`src/rtl/dfr_pkg.sv`:
```
`timescale 1ns / 1ps
// dfr_pkg: payload types, des round tables (e expansion, p permutation, s-boxes)
// and the bit-shuffling helpers built on them. no dependencies.
package dfr_pkg;

   localparam int unsigned HalfWidth   = 32;
   localparam int unsigned SubkeyWidth = 48;
   localparam int unsigned NumSbox     = 8;

   typedef logic [HalfWidth-1:0]   half_type;
   typedef logic [SubkeyWidth-1:0] subkey_type;
   typedef logic [5:0]  six_type;
   typedef logic [3:0]  nibble_type;

   // des tables count bit 1 as the msb of the word they act on
   localparam logic [5:0] EXP_TAB [0:47] = '{
      6'd32, 6'd1,  6'd2,  6'd3,  6'd4,  6'd5,  6'd4,  6'd5,  6'd6,  6'd7,  6'd8,  6'd9,
      6'd8,  6'd9,  6'd10, 6'd11, 6'd12, 6'd13, 6'd12, 6'd13, 6'd14, 6'd15, 6'd16, 6'd17,
      6'd16, 6'd17, 6'd18, 6'd19, 6'd20, 6'd21, 6'd20, 6'd21, 6'd22, 6'd23, 6'd24, 6'd25,
      6'd24, 6'd25, 6'd26, 6'd27, 6'd28, 6'd29, 6'd28, 6'd29, 6'd30, 6'd31, 6'd32, 6'd1
   };

   localparam logic [5:0] PERM_TAB [0:31] = '{
      6'd16, 6'd7,  6'd20, 6'd21, 6'd29, 6'd12, 6'd28, 6'd17,
      6'd1,  6'd15, 6'd23, 6'd26, 6'd5,  6'd18, 6'd31, 6'd10,
      6'd2,  6'd8,  6'd24, 6'd14, 6'd32, 6'd27, 6'd3,  6'd9,
      6'd19, 6'd13, 6'd30, 6'd6,  6'd22, 6'd11, 6'd4,  6'd25
   };

   // each s-box is 64 nibbles, entry 0 in the top nibble, index = {row, col}
   localparam logic [255:0] SBOX_TAB [0:7] = '{
      256'hE4D12FB83A6C5907_0F74E2D1A6CB9538_41E8D62BFC973A50_FC8249175B3EA06D,
      256'hF18E6B34972DC05A_3D47F28EC01A69B5_0E7BA4D158C6932F_D8A13F42B67C05E9,
      256'hA09E63F51DC7B428_D709346A285ECBF1_D6498F30B12C5AE7_1AD069874FE3B52C,
      256'h7DE3069A1285BC4F_D8B56F03472C1AE9_A690CB7DF13E5284_3F06A1D8945BC72E,
      256'h2C417AB6853FD0E9_EB2C47D150FA3986_421BAD78F9C5630E_B8C71E2D6F09A453,
      256'hC1AF92680D34E75B_AF427C9561DE0B38_9EF528C3704A1DB6_432C95FABE17608D,
      256'h4B2EF08D3C975A61_D0B7491AE35C2F86_14BDC37EAF680592_6BD814A7950FE23C,
      256'hD2846FB1A93E50C7_1FD8A374C56B0E92_7B419CE206ADF358_21E74A8DFC90356B
   };

   function automatic subkey_type expand_half(input half_type r);
      subkey_type e;
      logic [5:0] pos;
      e = '0;
      for (int i = 0; i < 48; i++) begin
         pos = 6'd32 - EXP_TAB[i];
         e[47 - i] = r[pos[4:0]];
      end
      return e;
   endfunction

   function automatic half_type permute_p(input half_type w);
      half_type p;
      logic [5:0] pos;
      p = '0;
      for (int i = 0; i < 32; i++) begin
         pos = 6'd32 - PERM_TAB[i];
         p[31 - i] = w[pos[4:0]];
      end
      return p;
   endfunction

   // outer bits pick the row, middle four the column
   function automatic nibble_type sbox_lookup(input logic [2:0] box, input six_type six);
      six_type idx;
      six_type nib;
      idx = {six[5], six[0], six[4:1]};
      nib = 6'd63 - idx;
      return SBOX_TAB[box][{nib, 2'b00} +: 4];
   endfunction

endpackage

```
`src/rtl/dfr_if.sv`:
```
`timescale 1ns / 1ps
// dfr_req_if / dfr_rsp_if: valid-ready channels for round inputs and results
// depends on dfr_pkg for the payload types
interface dfr_req_if;
   logic                  valid;
   logic                  ready;
   dfr_pkg::half_type     left_half;
   dfr_pkg::half_type     right_half;
   dfr_pkg::subkey_type   round_subkey;

   modport source (output valid, output left_half, output right_half,
                   output round_subkey, input ready);
   modport sink   (input valid, input left_half, input right_half,
                   input round_subkey, output ready);
endinterface

interface dfr_rsp_if;
   logic                  valid;
   logic                  ready;
   dfr_pkg::half_type     new_left;
   dfr_pkg::half_type     new_right;

   modport source (output valid, output new_left, output new_right, input ready);
   modport sink   (input valid, input new_left, input new_right, output ready);
endinterface

```
`src/rtl/dfr_round_f.sv`:
```
`timescale 1ns / 1ps
// dfr_round_f: combinational des f function plus the left-half xor
// depends on dfr_pkg tables and helpers
module dfr_round_f (
   input  dfr_pkg::half_type   left_half,
   input  dfr_pkg::half_type   right_half,
   input  dfr_pkg::subkey_type round_subkey,
   output dfr_pkg::half_type   new_left
);
   import dfr_pkg::*;

   subkey_type mixed;
   half_type   sbox_out;

   assign mixed = expand_half(right_half) ^ round_subkey;

   // group 0 is the top six bits and feeds s1
   always_comb begin
      sbox_out = '0;
      for (int g = 0; g < NumSbox; g++) begin
         sbox_out[31 - 4*g -: 4] = sbox_lookup(3'(g), mixed[47 - 6*g -: 6]);
      end
   end

   assign new_left = left_half ^ permute_p(sbox_out);

endmodule

```
`src/rtl/des_feistel_round_core.sv`:
```
`timescale 1ns / 1ps
// des_feistel_round_core: one des round (no half swap) between an input
// register and a result register; depends on dfr_pkg, dfr_if, dfr_round_f
//
//   channel    dir   payload                                    handshake
//   req_chan   in    left_half, right_half, round_subkey        valid/ready
//   rsp_chan   out   new_left, new_right                        valid/ready
//
// one beat in and one beat out per cycle, sustained while rsp_chan is ready
// data path: input register, then f logic into the result register
// a stall on rsp_chan holds the result register; the input register still
// takes a beat while empty, and ready backs off only when both stages are full
// reset empties both stages; payload registers are not reset
module des_feistel_round_core (
   input  logic         clock,
   input  logic         reset,
   dfr_req_if.sink      req_chan,
   dfr_rsp_if.source    rsp_chan
);
   import dfr_pkg::*;

   // input stage
   logic        s1_valid_ff, s1_valid_in;
   half_type    s1_left_ff,  s1_right_ff;
   subkey_type  s1_key_ff;

   // result stage
   logic        rsp_valid_ff, rsp_valid_in;
   half_type    rsp_left_ff, rsp_right_ff;

   half_type    f_left;
   logic        rsp_free;   // result register can take a beat
   logic        s1_move;    // input stage hands its beat on
   logic        req_take;   // beat accepted on req_chan

   assign rsp_free = !rsp_valid_ff || rsp_chan.ready;
   assign s1_move  = s1_valid_ff && rsp_free;
   assign req_chan.ready = !s1_valid_ff || rsp_free;
   assign req_take = req_chan.valid && req_chan.ready;

   assign s1_valid_in  = req_take || (s1_valid_ff && !rsp_free);
   assign rsp_valid_in = s1_move || (rsp_valid_ff && !rsp_chan.ready);

   dfr_round_f u_round_f (
      .left_half    (s1_left_ff),
      .right_half   (s1_right_ff),
      .round_subkey (s1_key_ff),
      .new_left     (f_left)
   );

   always_ff @(posedge clock) begin
      if (reset) begin
         s1_valid_ff  <= 1'b0;
         rsp_valid_ff <= 1'b0;
      end else begin
         s1_valid_ff  <= s1_valid_in;
         rsp_valid_ff <= rsp_valid_in;
      end
   end

   // payload capture, no reset needed
   always_ff @(posedge clock) begin
      if (req_take) begin
         s1_left_ff  <= req_chan.left_half;
         s1_right_ff <= req_chan.right_half;
         s1_key_ff   <= req_chan.round_subkey;
      end
      if (s1_move) begin
         rsp_left_ff  <= f_left;
         rsp_right_ff <= s1_right_ff;
      end
   end

   assign rsp_chan.valid     = rsp_valid_ff;
   assign rsp_chan.new_left  = rsp_left_ff;
   assign rsp_chan.new_right = rsp_right_ff;

`ifndef SYNTHESIS
   // a beat leaving the input stage always lands in the result register
   a_move_fills_rsp: assert property (@(posedge clock) disable iff (reset)
      s1_move |=> rsp_valid_ff)
      else $error("input stage beat lost on its way to the result register");

   // right half reaches the result unchanged
   a_right_passes: assert property (@(posedge clock) disable iff (reset)
      s1_move |=> (rsp_chan.new_right == $past(s1_right_ff)))
      else $error("right half altered between stages");

   // an accepted beat always occupies the input stage next cycle
   a_take_fills_s1: assert property (@(posedge clock) disable iff (reset)
      req_take |=> s1_valid_ff)
      else $error("accepted beat not held in the input stage");

   // input stage full and result stalled means no new beat is taken
   a_full_blocks: assert property (@(posedge clock) disable iff (reset)
      (s1_valid_ff && rsp_valid_ff && !rsp_chan.ready) |-> !req_chan.ready)
      else $error("ready raised while both stages are full");
`endif

endmodule
```
`src/flat_wrapper.sv`:
```
// flat-port wrapper written by rule: the top's interface ports become plain ports
module des_feistel_round_core_flat import dfr_pkg::*;
  (clock, reset, req_chan_valid, req_chan_left_half, req_chan_right_half, req_chan_round_subkey, req_chan_ready, rsp_chan_valid, rsp_chan_new_left, rsp_chan_new_right, rsp_chan_ready);
  dfr_req_if req_chan_i ();
  dfr_rsp_if rsp_chan_i ();
  input  logic clock;
  input  logic reset;
  input wire logic [$bits(req_chan_i.valid)-1:0] req_chan_valid;
  input wire logic [$bits(req_chan_i.left_half)-1:0] req_chan_left_half;
  input wire logic [$bits(req_chan_i.right_half)-1:0] req_chan_right_half;
  input wire logic [$bits(req_chan_i.round_subkey)-1:0] req_chan_round_subkey;
  output wire logic [$bits(req_chan_i.ready)-1:0] req_chan_ready;
  output wire logic [$bits(rsp_chan_i.valid)-1:0] rsp_chan_valid;
  output wire logic [$bits(rsp_chan_i.new_left)-1:0] rsp_chan_new_left;
  output wire logic [$bits(rsp_chan_i.new_right)-1:0] rsp_chan_new_right;
  input wire logic [$bits(rsp_chan_i.ready)-1:0] rsp_chan_ready;
  assign req_chan_i.valid = req_chan_valid;
  assign req_chan_i.left_half = req_chan_left_half;
  assign req_chan_i.right_half = req_chan_right_half;
  assign req_chan_i.round_subkey = req_chan_round_subkey;
  assign req_chan_ready = req_chan_i.ready;
  assign rsp_chan_valid = rsp_chan_i.valid;
  assign rsp_chan_new_left = rsp_chan_i.new_left;
  assign rsp_chan_new_right = rsp_chan_i.new_right;
  assign rsp_chan_i.ready = rsp_chan_ready;
  des_feistel_round_core u_core (.clock(clock), .reset(reset), .req_chan(req_chan_i), .rsp_chan(rsp_chan_i));
endmodule
```
`config.mk`:
```
export PLATFORM = sky130hd
export DESIGN_NAME = des_feistel_round_core_flat
export DESIGN_NICKNAME = d
export VERILOG_FILES = /design/src/rtl/dfr_pkg.sv /design/src/rtl/dfr_if.sv /design/src/rtl/dfr_round_f.sv /design/src/rtl/des_feistel_round_core.sv /design/src/flat_wrapper.sv
export SDC_FILE = /design/constraint.sdc
export NUM_CORES = 1
export LEC_CHECK = 0
export BUFFER_PORTS_ARGS = -buffer_cell sky130_fd_sc_hd__buf_2
export CORE_MARGIN = 3
export CORE_UTILIZATION = 52
export DETAILED_ROUTE_END_ITERATION = 8
export PLACE_DENSITY_LB_ADDON = 0.12
export SYNTH_ARGS = -nofsm -noshare
export SYNTH_HDL_FRONTEND = slang
export SYNTH_SLANG_ARGS = --single-unit
```
`constraint.sdc`:
```
create_clock -name clock -period 3.9 [get_ports clock]
set_input_delay 0 -clock clock [delete_from_list [all_inputs] [get_ports clock]]
set_output_delay 0 -clock clock [all_outputs]
set_load 0.1 [all_outputs]
```
==> results.yml, run 1 <==
placed_design:
  dpl_worst_slack_ps: 976
  io_buffers: 181
  gp_routability_congestion: 0.917
  detailed_place.area_mm2: 0.0120
  place_hpwl_um: 15500
worst_setup_path:
  crit_chain: "xor2_1 > clkinv_1 > ha_1 > inv_1 > mux2i_1 > mux4_2 > nor2_1 > a31oi_1 > xnor2_1"
  start_kind: "flop"
  slowest_stage: "xor2_1"
  worstSetupPathType: "flop to flop"
  crit_buf_inv: 2
  crit_path_max_fanout: 10
  cpLargestDelayFamily: "XOR/XNOR gates"
  crit_arrival_ps: 3150
  cp.required_ps: 4070
  end_kind: "flop"
  slowest_delay_ps: 580
power:
  leakagePower_nw: 5.34
  peakVddDrop_mv: 0.318
  powerDensity_mw_per_mm2: 435
  total_power_mw: 5.97
clock_network:
  post_cts_resized: 0
  path_clk_slew_ps: 70
  htreeDepth: 4
  numCtsBuffers: 17
  cts_sinks: 178
  cts-root-buf: "clkbuf_16"
  cts_setup_buffers: 0
  cts-root-to-sink-buffers: 2
  insertion_delay_ps: 420
  cts_tree: "built"
logic_synthesis:
  synthAdderAreaFrac_pct: 7.26
  post_synth_num_cell_types: 61
  syn_area_per_cell_um2: 12.1
  synthMuxAreaShare_pct: 8.13
  synth_area_leaders: "edfxtp_1 (49%), ha_1 (7.3%), xnor2_1 (5.4%), mux4_2 (5.3%), xor2_1 (4.3%)"
  yosysTopAreaCell: "edfxtp_1"
  syn-instance-count: 881
  synth_xor_area_share_pct: 11.6
  synth_compound_area_share_pct: 13.5
  synthFlopType: "edfxtp_1"
  synth-seq-cells: 178
  synth_edf_count: 176
  yosysSeqAreaShare_pct: 49.9
  synth_warnings: 0
  synth_area_mm2: 0.0107
  synth_top_cell_area_share_pct: 49.5
  synthSimpleGateAreaFrac_pct: 6.89
  synth_top_family_by_area: "compound AO/OA/AOI/OAI gates"
  synth_fp_nets: 1059
  postSynth.asyncResetShare_pct: 0
grt:
  antenna_found_initial: 0
  grt_max_degree: 65
  track_usage_pct: 22.2
  grt_overflow: 0
  grt_first_pass_wirelength_um: 39900
  grt_pass1_vias: 7952
detailed_routing:
  wl_um: 24400
  drt_iter0_drc: 475
  viasPerCell: 5.56
  wl_per_cell_um: 16.6
  vias: 8144
  drc: 0
  ant_nets: 0
  firstDrtPassIters: 5
sta:
  fin_ws_ps: 919
  fmax_mhz: 335
  hold_viol_final: 0
  relSlewSlack_pct: 32.2
  tns_ps: 0
  setup_viol: 0
  period_needed_ps: 2980
  post-route-period-util_pct: 76.4
  clock_skew_ps: 7.67
  rsz0062_at_grt: "no"
  slew_violations: 0
  worst_pin_slew_ps: 1010
die:
  dieArea_mm2: 0.0223
  die_x_um: 149
  row_count: 51
  die_h_um: 149
  ioPinCount: 182
  core_mm2: 0.0198
  start_util_pct: 53.8
cells_and_area:
  final_common_cell: "buf_2"
  antennaDiodeCount: 0
  area_delta_synth_final_pct: 28.4
  drive_above_1_share_pct: 23.8
  fin_nets: 1365
  nFillCells: 1436
  final_area_mm2: 0.0137
  layout_common_cells: "buf_2 (181), edfxtp_1 (176), dlygate4sd3_1 (115), xnor2_1 (66), ha_1 (62)"
min_path:
  hold_class: "input pin to flop"
job:
  drv_cap: 0
outcome:
  status: "finished, final reports clean"
[state kept, by name, indices dropped and copies added, names as in the netlist]
| name | count |
|---|---|
| u_core.s1_key_ff | 48 |
| u_core.rsp_chan.new_left | 32 |
| u_core.rsp_chan.new_right | 32 |
| u_core.s1_left_ff | 32 |
| u_core.s1_right_ff | 32 |
| u_core.rsp_chan.valid | 1 |
| u_core.s1_valid_ff | 1 |
[kinds of logic after synthesis]
logic type / Yosys count
mux: 55
simple gates: 171
buf+inv: 72
fa+ha+maj: 62
compound gates: 213
xor+xnor: 130
flops: 178
[final cells by class]
cell class | count | area (um^2) | share of cell area (%)
clock inverters | 13 | 150 | 1.09
repair buffers | 323 | 2270 | 16.6
well taps | 265 | 332 | 2.42
multi-input cells | 631 | 5070 | 37.0
clock buffers | 19 | 433 | 3.16
inverters | 36 | 135 | 0.985
flip-flops and latches | 178 | 5330 | 38.8
[repair_timing]
action | 4_1_cts | 5_1_grt
hold endpoints to repair | 114 | 0
hold buffers | 115 | 0
setup endpoints to repair | 0 | 0
[report_power, final]
group | switching [mW] | internal [mW] | total (mW)
registers | 0.0702 | 2.28 | 2.35
clock network | 0.743 | 0.958 | 1.70
logic | 1.20 | 0.717 | 1.92
total | 2.01 | 3.96 | 5.97
[layer usage]
| layer | vias to the layer above | GRT usage [%] | part of all wire (%) |
|---|---|---|---|
| met5 | - | 0 | 0 |
| met4 | 0 | 4.94 | 0.79 |
| met3 | 14 | 4.07 | 6.4 |
| met2 | 285 | 36.2 | 48 |
| met1 | 3903 | 31.4 | 44 |
| li1 | 3942 | - | - |
[worst register-to-register path: cells and delay by family, from the launching register on]
family          cells  cell delay (ps)
compound gates      1               60
xor+xnor            2              740
fa+ha+maj           1              330
buf+inv             2              560
flops               1              410
mux                 2              530
simple gates        1               90
[per-stage QoR]
stage	hold WS (ps)	utilization [%]	cells
after detailed placement	178	60.4	1318
after CTS	257	69.1	1465
after global routing	266	69.1	1465
final	279	69.1	1465
after floorplan	72.4	-	881
after global placement	176	60.4	1318
[synthesized netlist by cell type, types with 3 or more instances]
cell type,instances
edfxtp_1,176
xnor2_1,66
ha_1,62
nand2_1,59
nor2_1,54
xor2_1,52
o21ai_0,41
a21oi_1,39
inv_1,30
o211ai_1,30
mux2i_1,26
mux4_2,25
nand3_1,25
clkbuf_1,21
a211oi_1,18
nor3_1,18
a31oi_1,16
buf_2,13
o2111ai_1,11
xor2_2,8
a2111oi_0,6
a211o_1,5
a311oi_1,5
o221ai_1,5
o22ai_1,5
inv_2,4
mux2_2,4
a21boi_0,3
a221oi_1,3
a22oi_1,3
and2_1,3
o21ai_1,3
o311ai_0,3
or3_1,3
xnor2_2,3
[final timing paths]
kind,start,cells after the start,to,slack [ps]
setup reg to reg,u_core.s1_right_ff[13],9,u_core.rsp_chan.new_left[18],920
hold reg to reg,u_core.s1_right_ff[9],0,u_core.rsp_chan.new_right[9],480
hold / removal,req_chan_right_half[14],2,u_core.s1_right_ff[14],280
setup / recovery,u_core.s1_right_ff[13],9,u_core.rsp_chan.new_left[18],920
Note: power is estimated with default switching activity, not from simulation.
==> run 2: changes to the inputs <==
--- a/config.mk
+++ b/config.mk
@@ -7,7 +7,7 @@
 export LEC_CHECK = 0
 export BUFFER_PORTS_ARGS = -buffer_cell sky130_fd_sc_hd__buf_2
 export CORE_MARGIN = 3
-export CORE_UTILIZATION = 52
+export CORE_UTILIZATION = 57
 export DETAILED_ROUTE_END_ITERATION = 8
 export PLACE_DENSITY_LB_ADDON = 0.12
 export SYNTH_ARGS = -nofsm -noshare
==> constraint.sdc (replaced) <==
create_clock -name clock -period 2.8 [get_ports clock]
set_input_delay 0 -clock clock [delete_from_list [all_inputs] [get_ports clock]]
set_output_delay 0 -clock clock [all_outputs]
set_load 0.1 [all_outputs]
==> results.yml, run 2 (synthesis results as in run 1) <==
clock_network:
  cts_tree: "built"
  cts-root-buf: "clkbuf_16"
  cts-root-to-sink-buffers: 2
  insertion_delay_ps: 430
  numCtsBuffers: 17
  cts_sinks: 178
  path_clk_slew_ps: 80
  htreeDepth: 4
cells_and_area:
  fin_nets: 1419
  final_common_cell: "buf_2"
  stdcell_count: 1484
  layout_common_cells: "buf_2 (181), edfxtp_1 (176), dlygate4sd3_1 (116), buf_4 (77), xnor2_1 (65)"
  largest_reg_flops: 48
  nFillCells: 1186
  multiInputGateArea_mm2: 0.00508
  final_area_mm2: 0.0141
  drive_above_1_share_pct: 27.3
  fin_util_pct: 77.5
  area_delta_synth_final_pct: 32.1
  regMostFlops: "u_core.s1_key_ff"
  regArea_mm2: 0.00533
sta:
  fin_hold_ws_ps: 271
  fin_ws_ps: 188
  slew_violations: 0
  fmax_mhz: 383
  relSlewSlack_pct: 53.8
  clock_skew_ps: 13.3
  period_needed_ps: 2610
  hold_viol_final: 0
  rsz0062_at_grt: "no"
  post-route-period-util_pct: 93.3
  setup_viol: 0
  worst_pin_slew_ps: 691
  tns_ps: 0
power:
  clkPwrFrac_pct: 27.7
  powerDensity_mw_per_mm2: 599
  switchingPower_mw: 2.92
  p_sw_share_pct: 34.5
  power_frac_comb_pct: 33.6
  total_power_mw: 8.46
  leakagePower_nw: 5.61
  peakVddDrop_mv: 0.484
  p_int_mw: 5.54
  power_frac_seq_pct: 38.7
die:
  row_count: 49
  dieArea_mm2: 0.0204
  ioPinCount: 182
  die_x_um: 143
  start_util_pct: 58.6
  core_mm2: 0.0182
  die_h_um: 143
worst_setup_path:
  crit_path_max_fanout: 10
  start_kind: "flop"
  slowest_stage: "xnor2_2"
  slowest_delay_ps: 600
  crit_chain: "xnor2_2 > xnor2_1 > a2111oi_0 > a21oi_1 > o211ai_1 > xor2_1"
  worstSetupPathType: "flop to flop"
  reg2regPathDepth: 6
  cp.required_ps: 2970
  crit_arrival_ps: 2780
  end_kind: "flop"
detailed_routing:
  ant_nets: 0
  firstDrtPassIters: 5
  viasPerCell: 5.75
  drc: 0
  wl_per_cell_um: 17.7
  drt_iter0_drc: 655
  vias: 8526
  wl_um: 26300
job:
  drv_cap: 0
grt:
  grt_overflow: 0
  track_usage_pct: 25.8
  grt_pass1_vias: 8320
  grt_max_degree: 48
  antenna_found_initial: 1
  grt_first_pass_wirelength_um: 42200
placed_design:
  gp_routability_congestion: 0.920
  place_hpwl_um: 17100
  io_buffers: 181
  placedCellCount: 1335
  dpl_worst_slack_ps: 151
  detailed_place.area_mm2: 0.0124
outcome:
  status: "finished, final reports clean"
min_path:
  holdPathStages: 2
  hold_class: "input pin to flop"
run 2: cell types whose count changed in the layout (fill, tap and decap cells not counted):
cell / before / now
clkbuf_1: 2 / 1
clkinvlp_4: 2 / 3
buf_4: 26 / 77
diode_2: 0 / 1
dlygate4sd3_1: 115 / 116
clkinv_1: 3 / 2
buf_12: 1 / 3
inv_6: 3 / 2
xnor2_1: 66 / 65
clkinv_4: 2 / 3
xnor2_2: 3 / 4
inv_8: 2 / 4
bufinv_16: 2 / 1
run 2: timing repair:
action | in CTS | in global routing
resized for setup | 0 | 1
setup buffers | 0 | 0
setup endpoints to repair | 0 | 2
hold buffers | 116 | 0
endpoints found under the hold margin | 114 | 0
run 2: worst paths after layout:
kind	slack, ps	start	to
hold / removal	270	req_chan_round_subkey[25]	u_core.s1_key_ff[25]
setup / recovery	190	u_core.s1_right_ff[31]	u_core.rsp_chan.new_left[9]
hold reg to reg	470	u_core.s1_right_ff[9]	u_core.rsp_chan.new_right[9]
setup reg to reg	190	u_core.s1_right_ff[31]	u_core.rsp_chan.new_left[9]
run 2: metal layers:
metal | part of all wire [%] | wire length [um] | GRT usage (%) | up-vias
met5 | 0 | 0 | 0 | -
met4 | 1.2 | 322 | 6.30 | 0
met3 | 8.6 | 2260 | 5.66 | 32
met2 | 51 | 13300 | 44.9 | 385
met1 | 40 | 10400 | 33.0 | 4062
li1 | - | - | - | 4047
run 2: area by class of cell:
type | count | area share [%]
diodes | 1 | 0.0177
clock buffers | 18 | 3.04
clock inverters | 14 | 1.04
inverters | 36 | 0.958
multi-input cells | 631 | 36.0
flip-flops and latches | 178 | 37.7
well taps | 229 | 2.03
repair buffers | 377 | 19.2
run 2: power by group through the flow:
stage / Combinational (mW) / Clock (mW) / Sequential [mW]
after floorplan: 1.47 / 0 / 3.86
after global placement: 2.62 / 0 / 3.32
after detailed placement: 2.67 / 0 / 3.33
after CTS: 2.81 / 2.38 / 3.27
after global routing: 3.06 / 2.49 / 3.29
final: 2.84 / 2.35 / 3.27
run 2: worst max-delay path, delay by kind of cell, from the launching register on:
family | cells | cell delay (ps)
compound gates | 3 | 960
xor+xnor | 3 | 830
flops | 1 | 560
==> run 3: changes to the inputs <==
--- a/config.mk
+++ b/config.mk
@@ -5,11 +5,12 @@
 export SDC_FILE = /design/constraint.sdc
 export NUM_CORES = 1
 export LEC_CHECK = 0
-export BUFFER_PORTS_ARGS = -buffer_cell sky130_fd_sc_hd__buf_2
+export BUFFER_PORTS_ARGS = -buffer_cell sky130_fd_sc_hd__buf_4
 export CORE_MARGIN = 3
 export CORE_UTILIZATION = 57
 export DETAILED_ROUTE_END_ITERATION = 8
 export PLACE_DENSITY_LB_ADDON = 0.12
+export SETUP_SLACK_MARGIN = 0.4
 export SYNTH_ARGS = -nofsm -noshare
 export SYNTH_HDL_FRONTEND = slang
 export SYNTH_SLANG_ARGS = --single-unit
==> results.yml, run 3 (synthesis results as in run 1) <==
detailed_routing:
  vias: 9028
  wl_met2_um: 15400
  wl_per_cell_um: 19.3
  wl_um: 29400
  maxUsedRoutingLayer: "met4"
  viasPerCell: 5.92
  drc: 0
  ant_nets: 0
  m1WireLength_um: 11000
  met3_wirelength_um: 2290
  firstDrtPassIters: 5
  drt_iter0_drc: 654
cells_and_area:
  largest_reg_flops: 48
  drive_above_1_share_pct: 35.3
  regArea_mm2: 0.00533
  layout_common_cells: "buf_4 (291), edfxtp_1 (176), dlygate4sd3_1 (116), xnor2_1 (62), nand2_1 (58)"
  regMostFlops: "u_core.s1_key_ff"
  final_common_cell: "buf_4"
  fin_nets: 1460
  multiInputGateArea_mm2: 0.00565
  antennaDiodeCount: 0
  nFillCells: 889
  fin_util_pct: 85.0
  stdcell_count: 1524
  area_delta_synth_final_pct: 44.9
job:
  drv_cap: 0
sta:
  worst_pin_slew_ps: 808
  fmax_mhz: 407
  relSlewSlack_pct: 45.8
  setup_viol: 0
  period_needed_ps: 2460
  slew_violations: 0
  clock_skew_ps: 11.9
  rsz0062_at_grt: "yes"
  tns_ps: 0
  post-route-period-util_pct: 87.7
  hold_viol_final: 0
worst_setup_path:
  cpLargestDelayFamily: "compound AO/OA/AOI/OAI gates"
  reg2regPathDepth: 8
  crit_path_max_fanout: 4
  slowest_stage: "a2111oi_0"
  start_kind: "flop"
  timing.rr.start: "u_core.s1_key_ff[20]"
  crit_arrival_ps: 2640
  r2r_setup_slack_ps: 340
  crit_chain: "xor2_4 > buf_4 > ha_1 > nand3_1 > o21ai_0 > a2111oi_0 > nor3_2 > xnor2_1"
  r2r_end: "u_core.rsp_chan.new_left[24]"
  cp.required_ps: 2980
  worstSetupPathType: "flop to flop"
  crit_buf_inv: 1
  end_kind: "flop"
  slowest_delay_ps: 610
clock_network:
  path_clk_slew_ps: 70
  numCtsBuffers: 17
  cts-root-buf: "clkbuf_16"
  cts-root-to-sink-buffers: 2
  insertion_delay_ps: 430
  cts_sinks: 178
  cts_tree: "built"
  htreeDepth: 4
power:
  power_frac_seq_pct: 37.0
  p_int_mw: 5.87
  clkPwrFrac_pct: 26.3
  switchingPower_mw: 3.05
  p_sw_share_pct: 34.2
  peakVddDrop_mv: 0.613
  leakagePower_nw: 6.06
  power_frac_comb_pct: 36.7
  powerDensity_mw_per_mm2: 577
min_path:
  min_to: "u_core.s1_key_ff[33]"
  hold_class: "input pin to flop"
  holdPathStages: 2
  hp-start: "req_chan_round_subkey[33]"
die:
  die_h_um: 143
  dieArea_mm2: 0.0204
  ioPinCount: 182
  core_mm2: 0.0182
  row_count: 49
  start_util_pct: 58.6
  die_x_um: 143
grt:
  antenna_found_initial: 0
  track_usage_pct: 26.7
  grt_max_degree: 44
  grt_overflow: 0
  grt_pass1_vias: 8505
  grt_first_pass_wirelength_um: 43200
outcome:
  status: "finished, final reports clean"
placed_design:
  gp_routability_congestion: 0.926
  placedCellCount: 1324
  io_buffers: 181
  place_hpwl_um: 17000
[run 3: cell types whose count changed in the layout (fill, tap and decap cells not counted), sizes merged]
cell    delta
bufinv     +1
diode      -1
clkbuf     +1
buf       +41
inv        -2
[run 3: final cells by class]
cell class | count | area share [%]
Multi-Input combinational cell | 631 | 36.5
Sequential cell | 178 | 34.4
Timing Repair Buffer | 418 | 22.5
Clock buffer | 19 | 2.80
Tap cell | 229 | 1.85
Inverter | 36 | 1.03
Clock inverter | 13 | 0.865
[run 3: power groups by stage]
stage / Clock (mW) / Combinational, mW / Sequential (mW)
2_1_floorplan: 0 / 1.49 / 3.87
3_3_place_gp: 0 / 2.69 / 3.33
3_5_place_dp: 0 / 2.73 / 3.34
4_1_cts: 2.36 / 2.95 / 3.29
5_1_grt: 2.47 / 3.47 / 3.32
6_report: 2.34 / 3.28 / 3.30
[run 3: per-layer routing]
| layer | vias up | global-route usage [%] |
|---|---|---|
| met5 | - | 0 |
| met2 | 508 | 47.1 |
| met3 | 70 | 5.39 |
| met1 | 4311 | 33.5 |
| li1 | 4139 | - |
| met4 | 0 | 7.20 |
[run 3: worst max-delay path by stage]
stage	slack, ps	end	cells past startpoint	startpoint
floorplan	320	u_core.rsp_chan.new_left[11]	7	u_core.s1_right_ff[0]
global placement	280	u_core.rsp_chan.new_left[10]	7	u_core.s1_right_ff[4]
detailed placement	200	u_core.rsp_chan.new_left[10]	7	u_core.s1_right_ff[4]
CTS	360	u_core.rsp_chan.new_left[11]	7	u_core.s1_right_ff[0]
global route	290	u_core.rsp_chan.new_left[24]	8	u_core.s1_key_ff[20]
finish	340	u_core.rsp_chan.new_left[24]	8	u_core.s1_key_ff[20]
[run 3: timing repair]
| action | CTS | global route |
|---|---|---|
| hold buffers | 116 | 0 |
| endpoints found under the hold margin | 114 | 0 |
| setup endpoints to repair | 23 | 29 |
| pin swaps | 10 | 35 |
| cloned | 0 | 1 |
| buffers inserted | 22 | 29 |
| gates resized for setup | 25 | 87 |
[run 3: per-stage QoR]
stage                     cell area (um^2)  worst slack, ps  total power [mW]  hold WS, ps
after global routing                 15500              290              9.26          271
after CTS                            14900              356              8.60          275
final                                15500              345              8.92          278
after floorplan                      10800              317              5.35         65.0
after global placement               12800              285              6.02          165
after detailed placement             12800              201              6.07          168
